$ cat src/h264d_pkg.sv
package h264d_pkg;

  localparam int DEFAULT_FRAME_COUNT_BITS = 24;
  localparam int JOB_DEPTH = 4;

  localparam logic [15:0] HEADER_BYTES    = 16'd12;
  localparam logic [15:0] IDX_MARKER      = 16'd1;
  localparam logic [15:0] IDX_STAMP_FIRST = 16'd4;
  localparam logic [15:0] IDX_STAMP_LAST  = 16'd7;
  localparam logic [15:0] IDX_HEADER_LAST = 16'd11;

  localparam logic [4:0] NAL_IDR        = 5'd5;
  localparam logic [4:0] NAL_SINGLE_MIN = 5'd1;
  localparam logic [4:0] NAL_SINGLE_MAX = 5'd23;
  localparam logic [4:0] NAL_STAP_A     = 5'd24;
  localparam logic [4:0] NAL_FU_A       = 5'd28;
  localparam logic [7:0] NRI_MASK       = 8'he0;

  // Aggregate phase codes
  localparam logic [1:0] AGG_SIZE_HI   = 2'd0;
  localparam logic [1:0] AGG_SIZE_LO   = 2'd1;
  localparam logic [1:0] AGG_UNIT      = 2'd2;
  localparam logic [1:0] AGG_FIRST_HI  = 2'd3;
  localparam logic [1:0] FU_HDR        = 2'd0;
  localparam logic [1:0] FU_BODY       = 2'd1;

  // Result slots of one job
  localparam logic [2:0] PH_SC0  = 3'd0;
  localparam logic [2:0] PH_SC3  = 3'd3;
  localparam logic [2:0] PH_BYTE = 3'd4;
  localparam logic [2:0] PH_END  = 3'd5;

  localparam logic KIND_BYTE      = 1'b0;
  localparam logic KIND_FRAME_END = 1'b1;

  typedef enum logic [2:0] {
    MODE_IDLE,
    MODE_HEADER,
    MODE_SELECT,
    MODE_SINGLE,
    MODE_STAP,
    MODE_FU,
    MODE_DROP
  } mode_t;

  typedef struct packed {
    logic [7:0]  rx_byte;
    logic        packet_start;
    logic [15:0] packet_length;
  } in_t;

  typedef struct packed {
    logic        item_kind;
    logic [7:0]  stream_byte;
    logic        key_frame;
    logic [23:0] frame_length;
    logic        last_of_run;
  } result_t;

  // Everything one input beat produces
  typedef struct packed {
    logic        start_code;
    logic        has_byte;
    logic [7:0]  data;
    logic        frame_end;
    logic        key;
    logic [23:0] length;
  } job_t;

endpackage

$ cat src/h264d_front.sv
module h264d_front import h264d_pkg::*; #(
  parameter int FRAME_COUNT_BITS = DEFAULT_FRAME_COUNT_BITS
) (
  input  logic    clk,
  input  logic    rst,
  input  logic    in_valid,
  output logic    in_stall,
  input  in_t     in_item,
  input  logic    q_full,
  output logic    q_push,
  output job_t    q_job
);

  logic [15:0] byte_index, byte_index_next;
  logic [15:0] packet_total, packet_total_next;
  logic [23:0] stamp_partial, stamp_partial_next;
  logic [31:0] last_stamp, last_stamp_next;
  logic        frame_open, frame_open_next;
  logic        marker_flag, marker_flag_next;
  mode_t       mode, mode_next;
  logic [7:0]  indicator_byte, indicator_byte_next;
  logic [1:0]  aggregate_phase, aggregate_phase_next;
  logic [15:0] unit_remaining, unit_remaining_next;
  logic        key_seen, key_seen_next;
  logic [FRAME_COUNT_BITS-1:0] frame_bytes, frame_bytes_next;

  logic                      accept;
  mode_t                     mode_w;
  logic [15:0]               total_w;
  logic [15:0]               idx;
  logic [16:0]               idx_inc;
  logic [15:0]               here;
  logic [15:0]               size;
  logic [15:0]               remain_dec;
  logic [31:0]               stamp;
  logic [4:0]                unit_type;
  logic                      sc, hb, fe;
  logic [7:0]                dat;
  logic [2:0]                nbytes;
  logic [FRAME_COUNT_BITS:0] sum;
  logic [FRAME_COUNT_BITS-1:0] count_after;

  assign accept    = in_valid && !q_full;
  assign in_stall  = q_full;
  assign unit_type = in_item.rx_byte[4:0];

  always_comb begin
    byte_index_next      = byte_index;
    packet_total_next    = packet_total;
    stamp_partial_next   = stamp_partial;
    last_stamp_next      = last_stamp;
    frame_open_next      = frame_open;
    marker_flag_next     = marker_flag;
    mode_next            = mode;
    indicator_byte_next  = indicator_byte;
    aggregate_phase_next = aggregate_phase;
    unit_remaining_next  = unit_remaining;
    key_seen_next        = key_seen;
    sc    = 1'b0;
    hb    = 1'b0;
    fe    = 1'b0;
    dat   = in_item.rx_byte;
    stamp = {stamp_partial, in_item.rx_byte};
    size  = {unit_remaining[15:8], in_item.rx_byte};
    remain_dec = unit_remaining - 16'd1;

    if (in_item.packet_start) begin
      packet_total_next    = in_item.packet_length;
      byte_index_next      = '0;
      aggregate_phase_next = AGG_SIZE_HI;
      mode_next = (in_item.packet_length >= HEADER_BYTES) ? MODE_HEADER : MODE_IDLE;
    end
    mode_w  = mode_next;
    total_w = packet_total_next;
    idx     = byte_index_next;
    idx_inc = {1'b0, idx} + 17'd1;
    here    = total_w - idx;

    if (mode_w != MODE_IDLE) begin
      byte_index_next = idx_inc[15:0];
      case (mode_w)
        MODE_HEADER: begin
          if (idx == IDX_MARKER) begin
            marker_flag_next = in_item.rx_byte[7];
          end else if (idx >= IDX_STAMP_FIRST && idx < IDX_STAMP_LAST) begin
            stamp_partial_next = {stamp_partial[15:0], in_item.rx_byte};
          end else if (idx == IDX_STAMP_LAST) begin
            // close the open frame when the timestamp moves
            if (frame_open && stamp != last_stamp) fe = 1'b1;
            frame_open_next = 1'b1;
            last_stamp_next = stamp;
          end else if (idx == IDX_HEADER_LAST) begin
            mode_next = MODE_SELECT;
          end
        end
        MODE_SELECT: begin
          if (unit_type == NAL_IDR) key_seen_next = 1'b1;
          if (unit_type >= NAL_SINGLE_MIN && unit_type <= NAL_SINGLE_MAX) begin
            sc = 1'b1;
            hb = 1'b1;
            mode_next = MODE_SINGLE;
          end else if (unit_type == NAL_STAP_A) begin
            aggregate_phase_next = AGG_FIRST_HI;
            mode_next = MODE_STAP;
          end else if (unit_type == NAL_FU_A) begin
            indicator_byte_next  = in_item.rx_byte;
            aggregate_phase_next = FU_HDR;
            mode_next = MODE_FU;
          end else begin
            mode_next = MODE_DROP;
          end
        end
        MODE_SINGLE: begin
          hb = 1'b1;
        end
        MODE_STAP: begin
          if (aggregate_phase == AGG_SIZE_HI || aggregate_phase == AGG_FIRST_HI) begin
            if ((aggregate_phase == AGG_FIRST_HI && here < 16'd2) ||
                (aggregate_phase == AGG_SIZE_HI && here < 16'd3)) begin
              mode_next = MODE_DROP;
            end else begin
              unit_remaining_next  = {in_item.rx_byte, 8'h00};
              aggregate_phase_next = AGG_SIZE_LO;
            end
          end else if (aggregate_phase == AGG_SIZE_LO) begin
            // drop the rest when the unit overruns the packet
            if (size > here - 16'd1) begin
              mode_next = MODE_DROP;
            end else begin
              sc = 1'b1;
              if (size == '0) begin
                aggregate_phase_next = AGG_SIZE_HI;
              end else begin
                unit_remaining_next  = size;
                indicator_byte_next  = 8'd1;
                aggregate_phase_next = AGG_UNIT;
              end
            end
          end else begin
            if (indicator_byte != '0 && unit_type == NAL_IDR) key_seen_next = 1'b1;
            indicator_byte_next = '0;
            hb = 1'b1;
            unit_remaining_next = remain_dec;
            if (remain_dec == '0) aggregate_phase_next = AGG_SIZE_HI;
          end
        end
        MODE_FU: begin
          if (aggregate_phase == FU_HDR) begin
            if (unit_type == NAL_IDR) key_seen_next = 1'b1;
            if (in_item.rx_byte[7]) begin
              // rebuild the NAL header on the start fragment
              sc  = 1'b1;
              hb  = 1'b1;
              dat = (indicator_byte & NRI_MASK) | {3'b000, unit_type};
            end
            aggregate_phase_next = FU_BODY;
          end else begin
            hb = 1'b1;
          end
        end
        default: begin
        end
      endcase

      if (idx_inc >= {1'b0, total_w}) begin
        if (marker_flag_next) begin
          fe = 1'b1;
          frame_open_next = 1'b0;
        end
        mode_next = MODE_IDLE;
      end
    end

    nbytes = (sc ? 3'd4 : 3'd0) + (hb ? 3'd1 : 3'd0);
    sum = {1'b0, frame_bytes} + (FRAME_COUNT_BITS+1)'(nbytes);
    count_after = sum[FRAME_COUNT_BITS] ? '1 : sum[FRAME_COUNT_BITS-1:0];

    q_job.start_code = sc;
    q_job.has_byte   = hb;
    q_job.data       = dat;
    q_job.frame_end  = fe;
    q_job.key        = key_seen_next;
    q_job.length     = 24'(count_after);

    frame_bytes_next = fe ? '0 : count_after;
    if (fe) key_seen_next = 1'b0;

    q_push = accept && (sc || hb || fe);
  end

  always_ff @(posedge clk) begin
    if (rst) begin
      byte_index      <= '0;
      packet_total    <= '0;
      stamp_partial   <= '0;
      last_stamp      <= '0;
      frame_open      <= 1'b0;
      marker_flag     <= 1'b0;
      mode            <= MODE_IDLE;
      indicator_byte  <= '0;
      aggregate_phase <= '0;
      unit_remaining  <= '0;
      key_seen        <= 1'b0;
      frame_bytes     <= '0;
    end else if (accept) begin
      byte_index      <= byte_index_next;
      packet_total    <= packet_total_next;
      stamp_partial   <= stamp_partial_next;
      last_stamp      <= last_stamp_next;
      frame_open      <= frame_open_next;
      marker_flag     <= marker_flag_next;
      mode            <= mode_next;
      indicator_byte  <= indicator_byte_next;
      aggregate_phase <= aggregate_phase_next;
      unit_remaining  <= unit_remaining_next;
      key_seen        <= key_seen_next;
      frame_bytes     <= frame_bytes_next;
    end
  end

endmodule

$ cat src/h264d_fifo.sv
module h264d_fifo import h264d_pkg::*; (
  input  logic clk,
  input  logic rst,
  input  logic push,
  input  job_t push_job,
  output logic full,
  input  logic pop,
  output job_t head,
  output logic empty
);

  localparam int PTR_BITS = $clog2(JOB_DEPTH);

  job_t                mem [JOB_DEPTH];
  logic [PTR_BITS-1:0] wr_ptr;
  logic [PTR_BITS-1:0] rd_ptr;
  logic [PTR_BITS:0]   count;

  assign full  = count == (PTR_BITS+1)'(JOB_DEPTH);
  assign empty = count == '0;
  assign head  = mem[rd_ptr];

  always_ff @(posedge clk) begin
    if (push) mem[wr_ptr] <= push_job;
  end

  always_ff @(posedge clk) begin
    if (rst) begin
      wr_ptr <= '0;
      rd_ptr <= '0;
      count  <= '0;
    end else begin
      if (push) wr_ptr <= wr_ptr + 1'b1;
      if (pop)  rd_ptr <= rd_ptr + 1'b1;
      if (push && !pop)      count <= count + 1'b1;
      else if (pop && !push) count <= count - 1'b1;
    end
  end

endmodule

$ cat src/h264d_back.sv
module h264d_back import h264d_pkg::*; (
  input  logic    clk,
  input  logic    rst,
  input  job_t    head,
  input  logic    empty,
  output logic    pop,
  output logic    out_valid,
  input  logic    out_stall,
  output result_t out_item
);

  logic       started;
  logic [2:0] phase;
  logic [2:0] start_ph, cur, nxt;
  logic       last, load;
  result_t    item;

  always_comb begin
    start_ph = head.start_code ? PH_SC0 : (head.has_byte ? PH_BYTE : PH_END);
    cur = started ? phase : start_ph;
    if (cur == PH_SC3)       nxt = head.has_byte ? PH_BYTE : PH_END;
    else if (cur == PH_BYTE) nxt = PH_END;
    else                     nxt = cur + 3'd1;
    last = (cur == PH_END) || (cur == PH_BYTE && !head.frame_end) ||
           (cur == PH_SC3 && !head.has_byte && !head.frame_end);

    item.item_kind    = KIND_BYTE;
    item.stream_byte  = '0;
    item.key_frame    = 1'b0;
    item.frame_length = '0;
    item.last_of_run  = last;
    case (cur)
      PH_BYTE: item.stream_byte = head.data;
      PH_END: begin
        item.item_kind    = KIND_FRAME_END;
        item.key_frame    = head.key;
        item.frame_length = head.length;
      end
      default: item.stream_byte = (cur == PH_SC3) ? 8'd1 : 8'd0;
    endcase

    load = !empty && (!out_valid || !out_stall);
    pop  = load && last;
  end

  always_ff @(posedge clk) begin
    if (load) out_item <= item;
  end

  always_ff @(posedge clk) begin
    if (rst) begin
      out_valid <= 1'b0;
      started   <= 1'b0;
      phase     <= PH_SC0;
    end else begin
      if (load)            out_valid <= 1'b1;
      else if (!out_stall) out_valid <= 1'b0;
      if (load) begin
        // advance within the job, or release it on its last result
        started <= !last;
        phase   <= nxt;
      end
    end
  end

endmodule

$ cat src/h264_rtp_depacketizer.sv
// H.264 RTP depacketizer: takes RTP packets one byte per beat (length given with
// the first byte), parses the 12-byte header and emits an Annex B stream with
// 00 00 00 01 start codes for single NAL, STAP-A and FU-A payloads, plus a
// frame-end beat (key flag, byte count) on a timestamp change or after a
// marker packet. The parser takes one input byte per cycle unless the queue is
// full and turns it into a job of zero to six results in the same cycle; jobs
// pass through a 4-entry queue to an output sequencer that issues one result per
// cycle while out_stall is low. A byte that yields N results (four for a start
// code alone, five for a start code with its NAL header byte, one more with a
// frame end) takes N output slots; input stall rises only when the queue is
// full. No clearing pass after reset.
module h264_rtp_depacketizer import h264d_pkg::*; #(
  parameter int FRAME_COUNT_BITS = DEFAULT_FRAME_COUNT_BITS
) (
  input  logic    clk,
  input  logic    rst,
  input  logic    in_valid,
  output logic    in_stall,
  input  in_t     in_item,
  output logic    out_valid,
  input  logic    out_stall,
  output result_t out_item
);

  logic q_full, q_push, q_empty, q_pop;
  job_t q_job, q_head;

  h264d_front #(
    .FRAME_COUNT_BITS(FRAME_COUNT_BITS)
  ) u_front (
    .clk      (clk),
    .rst      (rst),
    .in_valid (in_valid),
    .in_stall (in_stall),
    .in_item  (in_item),
    .q_full   (q_full),
    .q_push   (q_push),
    .q_job    (q_job)
  );

  h264d_fifo u_fifo (
    .clk      (clk),
    .rst      (rst),
    .push     (q_push),
    .push_job (q_job),
    .full     (q_full),
    .pop      (q_pop),
    .head     (q_head),
    .empty    (q_empty)
  );

  h264d_back u_back (
    .clk       (clk),
    .rst       (rst),
    .head      (q_head),
    .empty     (q_empty),
    .pop       (q_pop),
    .out_valid (out_valid),
    .out_stall (out_stall),
    .out_item  (out_item)
  );

endmodule

$ cat config.mk
export PLATFORM = sky130hd
export DESIGN_NAME = h264_rtp_depacketizer
export DESIGN_NICKNAME = d
export VERILOG_FILES = /design/src/h264d_pkg.sv /design/src/h264d_front.sv /design/src/h264d_fifo.sv /design/src/h264d_back.sv /design/src/h264_rtp_depacketizer.sv
export SDC_FILE = /design/constraint.sdc
export NUM_CORES = 1
export LEC_CHECK = 0
export ABC_CLOCK_PERIOD_IN_PS = 23600
export BUFFER_PORTS_ARGS = -buffer_cell sky130_fd_sc_hd__buf_2
export CORE_MARGIN = 4
export CORE_UTILIZATION = 53
export CTS_CLUSTER_SIZE = 24
export DETAILED_ROUTE_END_ITERATION = 16
export PLACE_DENSITY = 0.66
export REMOVE_ABC_BUFFERS = 1
export SLEW_MARGIN = 40
export SYNTH_ARGS = -nofsm -noshare
export SYNTH_HDL_FRONTEND = slang
export SYNTH_SLANG_ARGS = --single-unit
export TNS_END_PERCENT = 20
$ cat constraint.sdc
create_clock -name clk -period 23.6 [get_ports clk]
set_input_delay 2.36 -clock clk [delete_from_list [all_inputs] [get_ports clk]]
set_output_delay 2.36 -clock clk [all_outputs]
set_load 0.01 [all_outputs]
==> metrics, run 1 <==
number of clock sinks=337; fin util=0.604; count of final setup violators=0; Total Routing Usage GR=0.224; Pre-antenna DRT Iters=5; Distinct cells, synth=82; IO buf count=65; chip height=189 um; Syn Std Cell Area=17300 sq um; Vias=12900; Area growth syn-to-layout=11.2%; Skew-Pair Late Insertion Delay=0.53 ns; Post-synth EDFFs=179; unrepaired setup endpoints after global routing=no; row count=65; largest net degree at the start of global routing=76; FF-to-FF Start=u_front.byte_index[0]; DRT iter0 DRCs=827; post-synthesis cell count=1683; worst path bufs/invs=5; Detail Route Antenna Nets=0; CTS tree=done; FILL cells=2682; post-synth top area share=0.310; Critical Path Slowest Stage Cell=o311ai_1; area leader, netlist=edfxtp_1; hold path startpoint=u_front.last_stamp[16]; detail-routed via count per cell=5.92; Post-CTS Setup Inserts=0; Int Pwr=0.00109 W; fin crit period=10.84 ns; routability congestion estimate=0.900; n_diodes=0; Die ar.=35700 sq um; Core ar.=31900 sq um; nature of the critical path startpoint=input port; synth top area cells=edfxtp_1, dfxtp_1, ha_1; IO Pins=66; CP endpoint kind=flip-flop; starting density of the core=0.544; total congestion overflow=0; sw frac=0.272; highest cell delay on the worst timing path=0.73 ns; drt drc=0; setup TNS=0 ns; Setup Skew=0.0220 ns; syn avg cell area=10.3 sq um; yosys warns=0; worst endpoint required time=23.88 ns; CTS Hold Bufs=0; fraction of registers with async set/reset=0; Fmax achieved=92.3 MHz; Max-slew headroom=0.456; crit path from=in_item[16]; NetSw=0.000408 W; leading cell type by number of instances after synthesis=nand2_1; layout cell share with drive strength beyond 1=0.122; Worst-path clk slew=0.06 ns; multi-input logic area=8300 sq um; Worst Hold Class=flip-flop to flip-flop; Final period util=0.459; Primary FF master, synth=edfxtp_1; CTS Buf Count=36; Pins Over Slew Limit=0; maximum VDD drop=46.1 uV; clk root buf=clkbuf_16; Final Hold Vio Count=0; wire length per cell=18.7 um; status=finished clean; die width=189 um; H-tree levels=2; nets@finish=1811; final WL=40.6 mm; measured slew at the worst slew-check pin=0.815 ns; #FFs+latches synth=337; most numerous cell on the critical path=nor2_1; P per Cell Area=77.8 nW/um^2; Post-synth top cells=nand2_1, edfxtp_1, dfxtp_1; antenna violations before repair=0; Reg power frac=0.448; number of max-cap violations=0; static leakage=7.44 nW; final non-filler cell total=2176; hold slack=0.462 ns; Clk pwr share=0.376; dpl cells=2109; Setup CP Type=input port to flip-flop; WP data arrival=11.11 ns; post-synthesis sequential area ratio=0.493; crit path max fanout=75; first-pass GRT wire length=66.0 mm; register area=8540 sq um; clk buf depth=3; vias in the first global route=12400; DP Wirelength=26.6 mm; Comb pwr share=0.177; Resized cells post-CTS=0; Worst path top cell family by delay=compound AO/OA/AOI/OAI gates
## worst min-delay path, cell delays in order, from the launching register on
cell     delay, ns
dfxtp_1       0.31
nand2_1       0.05
a21oi_1       0.05
## flip-flops by register name, summed over array words and instances (netlist names), 8 cells and up, named ones only
register and flops:
u_back.out_item 35, u_fifo.mem 144, u_front.byte_index 16, u_front.frame_bytes 24, u_front.indicator_byte 8, u_front.last_stamp 32
u_front.packet_total 16, u_front.stamp_partial 24, u_front.unit_remaining 16
## metal layers
| layer | share of wire | up-vias | wire length, um | GRT usage |
|---|---|---|---|---|
| li1 | - | 6263 | - | - |
| met5 | 0 | - | 0 | 0 |
| met2 | 0.47 | 352 | 19000 | 0.373 |
| met4 | 0.020 | 0 | 794 | 0.0521 |
| met1 | 0.45 | 6198 | 18500 | 0.314 |
| met3 | 0.057 | 72 | 2310 | 0.0315 |
## cell type report
| class | count | share of cell area |
|---|---|---|
| sequential | 337 | 0.443 |
| tap | 435 | 0.0282 |
| clock buffer | 55 | 0.0530 |
| multi-input combinational | 1200 | 0.431 |
| timing repair buffer | 88 | 0.0266 |
| clock inverter | 11 | 0.00851 |
| inverter | 50 | 0.00974 |
## path summary, 6_finish.rpt
| kind | endpoint | slack (ns) | cells past startpoint |
|---|---|---|---|
| max | u_fifo.mem[0][7] | 12.76 | 35 |
| min reg2reg | u_front.last_stamp[16] | 0.46 | 2 |
| max reg2reg | u_fifo.mem[0][7] | 15.60 | 32 |
| min | u_front.last_stamp[16] | 0.46 | 2 |
## through the flow
| stage | setup slack, ns | total power [W] | cell area [sq um] |
|---|---|---|---|
| floorplan | 14.12 | 0.000853 | 16900 |
| global placement | 12.27 | 0.000943 | 18000 |
| detailed placement | 12.37 | 0.000948 | 18100 |
| CTS | 12.87 | 0.00151 | 19200 |
| global route | 11.93 | 0.00157 | 19300 |
| finish | 12.76 | 0.00150 | 19300 |
## power groups by stage
stage / Sequential (W) / Clock, W / Combinational, W
4_1_cts: 0.000671 / 0.000574 / 0.000266
3_5_place_dp: 0.000683 / 0 / 0.000264
2_1_floorplan: 0.000702 / 0 / 0.000151
6_report: 0.000671 / 0.000563 / 0.000265
5_1_grt: 0.000674 / 0.000601 / 0.000294
3_3_place_gp: 0.000683 / 0 / 0.000260
## logic make-up (layout without fill, tap and decap cells)
family,after synthesis,after routing,synth area share
AND/OR/NAND/NOR,570,570,0.159
flip-flops,337,337,0.493
multiplexers,60,60,0.0609
AO/OA/AOI/OAI,396,396,0.151
buffers and inverters,146,204,0.0332
adder cells (fa/ha/maj),69,69,0.0507
XOR/XNOR,105,105,0.0531
## layout by cell type (no fill, tap or decap), types with 20 or more instances in the layout
cell type,n
xor2_1,65
and3_1,46
nand2_1,218
nor2_1,102
a21oi_1,115
mux2i_1,20
buf_2,64
nor3_1,32
mux4_2,36
edfxtp_1,179
o21ai_0,79
clkbuf_16,36
nor4_1,26
buf_4,23
dfxtp_1,157
inv_1,50
a211oi_1,26
xnor2_1,40
ha_1,66
nand3_1,34
(Power assumes the default switching activity.)
==> run 2, diff against run 1 <==
--- a/config.mk
+++ b/config.mk
@@ -5,7 +5,7 @@
 export SDC_FILE = /design/constraint.sdc
 export NUM_CORES = 1
 export LEC_CHECK = 0
-export ABC_CLOCK_PERIOD_IN_PS = 23600
+export ABC_CLOCK_PERIOD_IN_PS = 10000
 export BUFFER_PORTS_ARGS = -buffer_cell sky130_fd_sc_hd__buf_2
 export CORE_MARGIN = 4
 export CORE_UTILIZATION = 53
==> constraint.sdc (replaced) <==
create_clock -name clk -period 10 [get_ports clk]
set_input_delay 1 -clock clk [delete_from_list [all_inputs] [get_ports clk]]
set_output_delay 1 -clock clk [all_outputs]
set_load 0.01 [all_outputs]
==> run 2 against run 1 <==
Net effect:
- count of clock-buffer cells in the layout shrank 7
- first-iteration DRC count up 25%
- worst hold slack got worse by 0.0094 ns
- sequential cell count unchanged
- design area rose by 0.99%
==> metrics, run 2 (synthesis results as in run 1) <==
met2 global-route usage=0.375; Clk pwr share=0.390; wire length per cell=18.9 um; final non-filler cell total=2186; highest cell delay on the worst timing path=0.50 ns; Pins Over Slew Limit=0; Detail Route Antenna Nets=0; sw frac=0.271; Final period util=0.859; final WL=41.3 mm; crit path max fanout=49; Setup Skew=0.0157 ns; IO buf count=65; Pre-antenna DRT Iters=6; Reg power frac=0.438; total congestion overflow=0; CTS Hold Bufs=0; chip height=189 um; antenna violations before repair=0; Top reg by flops=u_fifo.mem; Max-slew headroom=0.450; Worst Hold Class=flip-flop to flip-flop; P per Cell Area=186 nW/um^2; clk buf depth=3; Skew-Pair Late Insertion Delay=0.53 ns; Vias=12900; unrepaired setup endpoints after global routing=no; Critical Path Slowest Stage Cell=nand3_2; Post-CTS Setup Inserts=0; number of flip-flops in the largest register=144; Area growth syn-to-layout=12.3%; met3 global-route usage=0.0376; detail-routed via count per cell=5.91; n_diodes=0; first-pass GRT wire length=67.4 mm; Core ar.=31900 sq um; WP data arrival=8.96 ns; Final Hold Vio Count=0; layout cell share with drive strength beyond 1=0.127; Int Pwr=0.00264 W; starting density of the core=0.544; largest net degree at the start of global routing=82; fin crit period=8.59 ns; CTS Buf Count=37; GR Util met1=0.322; maximum VDD drop=121 uV; grt peak-use layer=met2; routability congestion estimate=0.901; nature of the critical path startpoint=input port; status=finished clean; Fmax achieved=116 MHz; static leakage=7.53 nW; CTS tree=done; drt drc=0; IO Pins=66; Setup CP Type=input port to flip-flop; row count=65; count of final setup violators=0; Die ar.=35700 sq um; H-tree levels=2; Worst-path clk slew=0.06 ns; commonest non-fill, non-tap cells in the layout=nand2_1, edfxtp_1, dfxtp_1; CP endpoint kind=flip-flop; number of clock sinks=337; measured slew at the worst slew-check pin=0.821 ns; dpl cells=2117; Total Routing Usage GR=0.228; Resized cells post-CTS=0; biggest regs=u_fifo.mem (144), u_back.out_item (35), u_front.last_stamp (32); DRT iter0 DRCs=1033; most common cell after layout, fill and taps aside=nand2_1; clk root buf=clkbuf_16; setup TNS=0 ns; number of max-cap violations=0; die width=189 um; vias in the first global route=12700; worst endpoint required time=10.36 ns; DP Wirelength=28.0 mm; nets@finish=1820; Comb pwr share=0.172; NetSw=0.000982 W
## run 2: cell types whose count changed in the layout (fill, tap and decap cells not counted), sizes merged
cell,delta
buf,+8
bufinv,+2
clkbuf,-7
clkinv,+6
clkinvlp,+1
## run 2: worst max-delay path, delay by kind of cell
kind,cells,cell delay [ns]
compound gates,8,1.81
xor+xnor,2,0.43
fa+ha+maj,3,0.90
buf+inv,6,1.52
mux,1,0.36
simple gates,13,2.90
## run 2: layout make-up
cell class	count	area, sq um
Tap cell	435	544
Timing Repair Buffer	96	618
Sequential cell	337	8540
Fill cell	2695	12400
Multi-Input combinational cell	1200	8300
Inverter	50	188
Clock inverter	20	258
Clock buffer	48	1020
## run 2: power by group through the flow
| stage | Combinational (W) | Sequential [W] | Clock (W) |
|---|---|---|---|
| after floorplan | 0.000356 | 0.00166 | 0 |
| final | 0.000623 | 0.00158 | 0.00141 |
| after global routing | 0.000687 | 0.00159 | 0.00151 |
| after detailed placement | 0.000625 | 0.00161 | 0 |
| after global placement | 0.000613 | 0.00161 | 0 |
| after CTS | 0.000627 | 0.00159 | 0.00144 |
## run 2: routing by layer
metal / up-vias / wire length (um) / share of wire
met5: - / 0 / 0
li1: 6276 / - / -
met2: 323 / 19500 / 0.47
met3: 57 / 2180 / 0.053
met1: 6271 / 18900 / 0.46
met4: 0 / 765 / 0.019
## run 2: final timing paths
path | start | end | slack, ns | cells after the start
hold / removal | u_front.indicator_byte[4] | u_front.indicator_byte[4] | 0.45 | 1
setup / recovery | in_item[16] | u_fifo.mem[3][13] | 1.41 | 33
setup reg to reg | u_front.byte_index[0] | u_fifo.mem[3][13] | 1.97 | 34
hold reg to reg | u_front.indicator_byte[4] | u_front.indicator_byte[4] | 0.45 | 1
## run 2: through the flow
step / cell area [sq um] / util / hold WS, ns / power, W / setup slack (ns)
finish: 19500 / 0.610 / 0.453 / 0.00362 / 1.41
global route: 19500 / 0.610 / 0.464 / 0.00379 / 0.724
CTS: 19400 / 0.609 / 0.456 / 0.00365 / 1.55
detailed placement: 18200 / 0.569 / 0.442 / 0.00224 / 1.03
global placement: 18100 / 0.567 / 0.435 / 0.00223 / 0.914
floorplan: 16900 / - / 0.427 / 0.00201 / 1.88
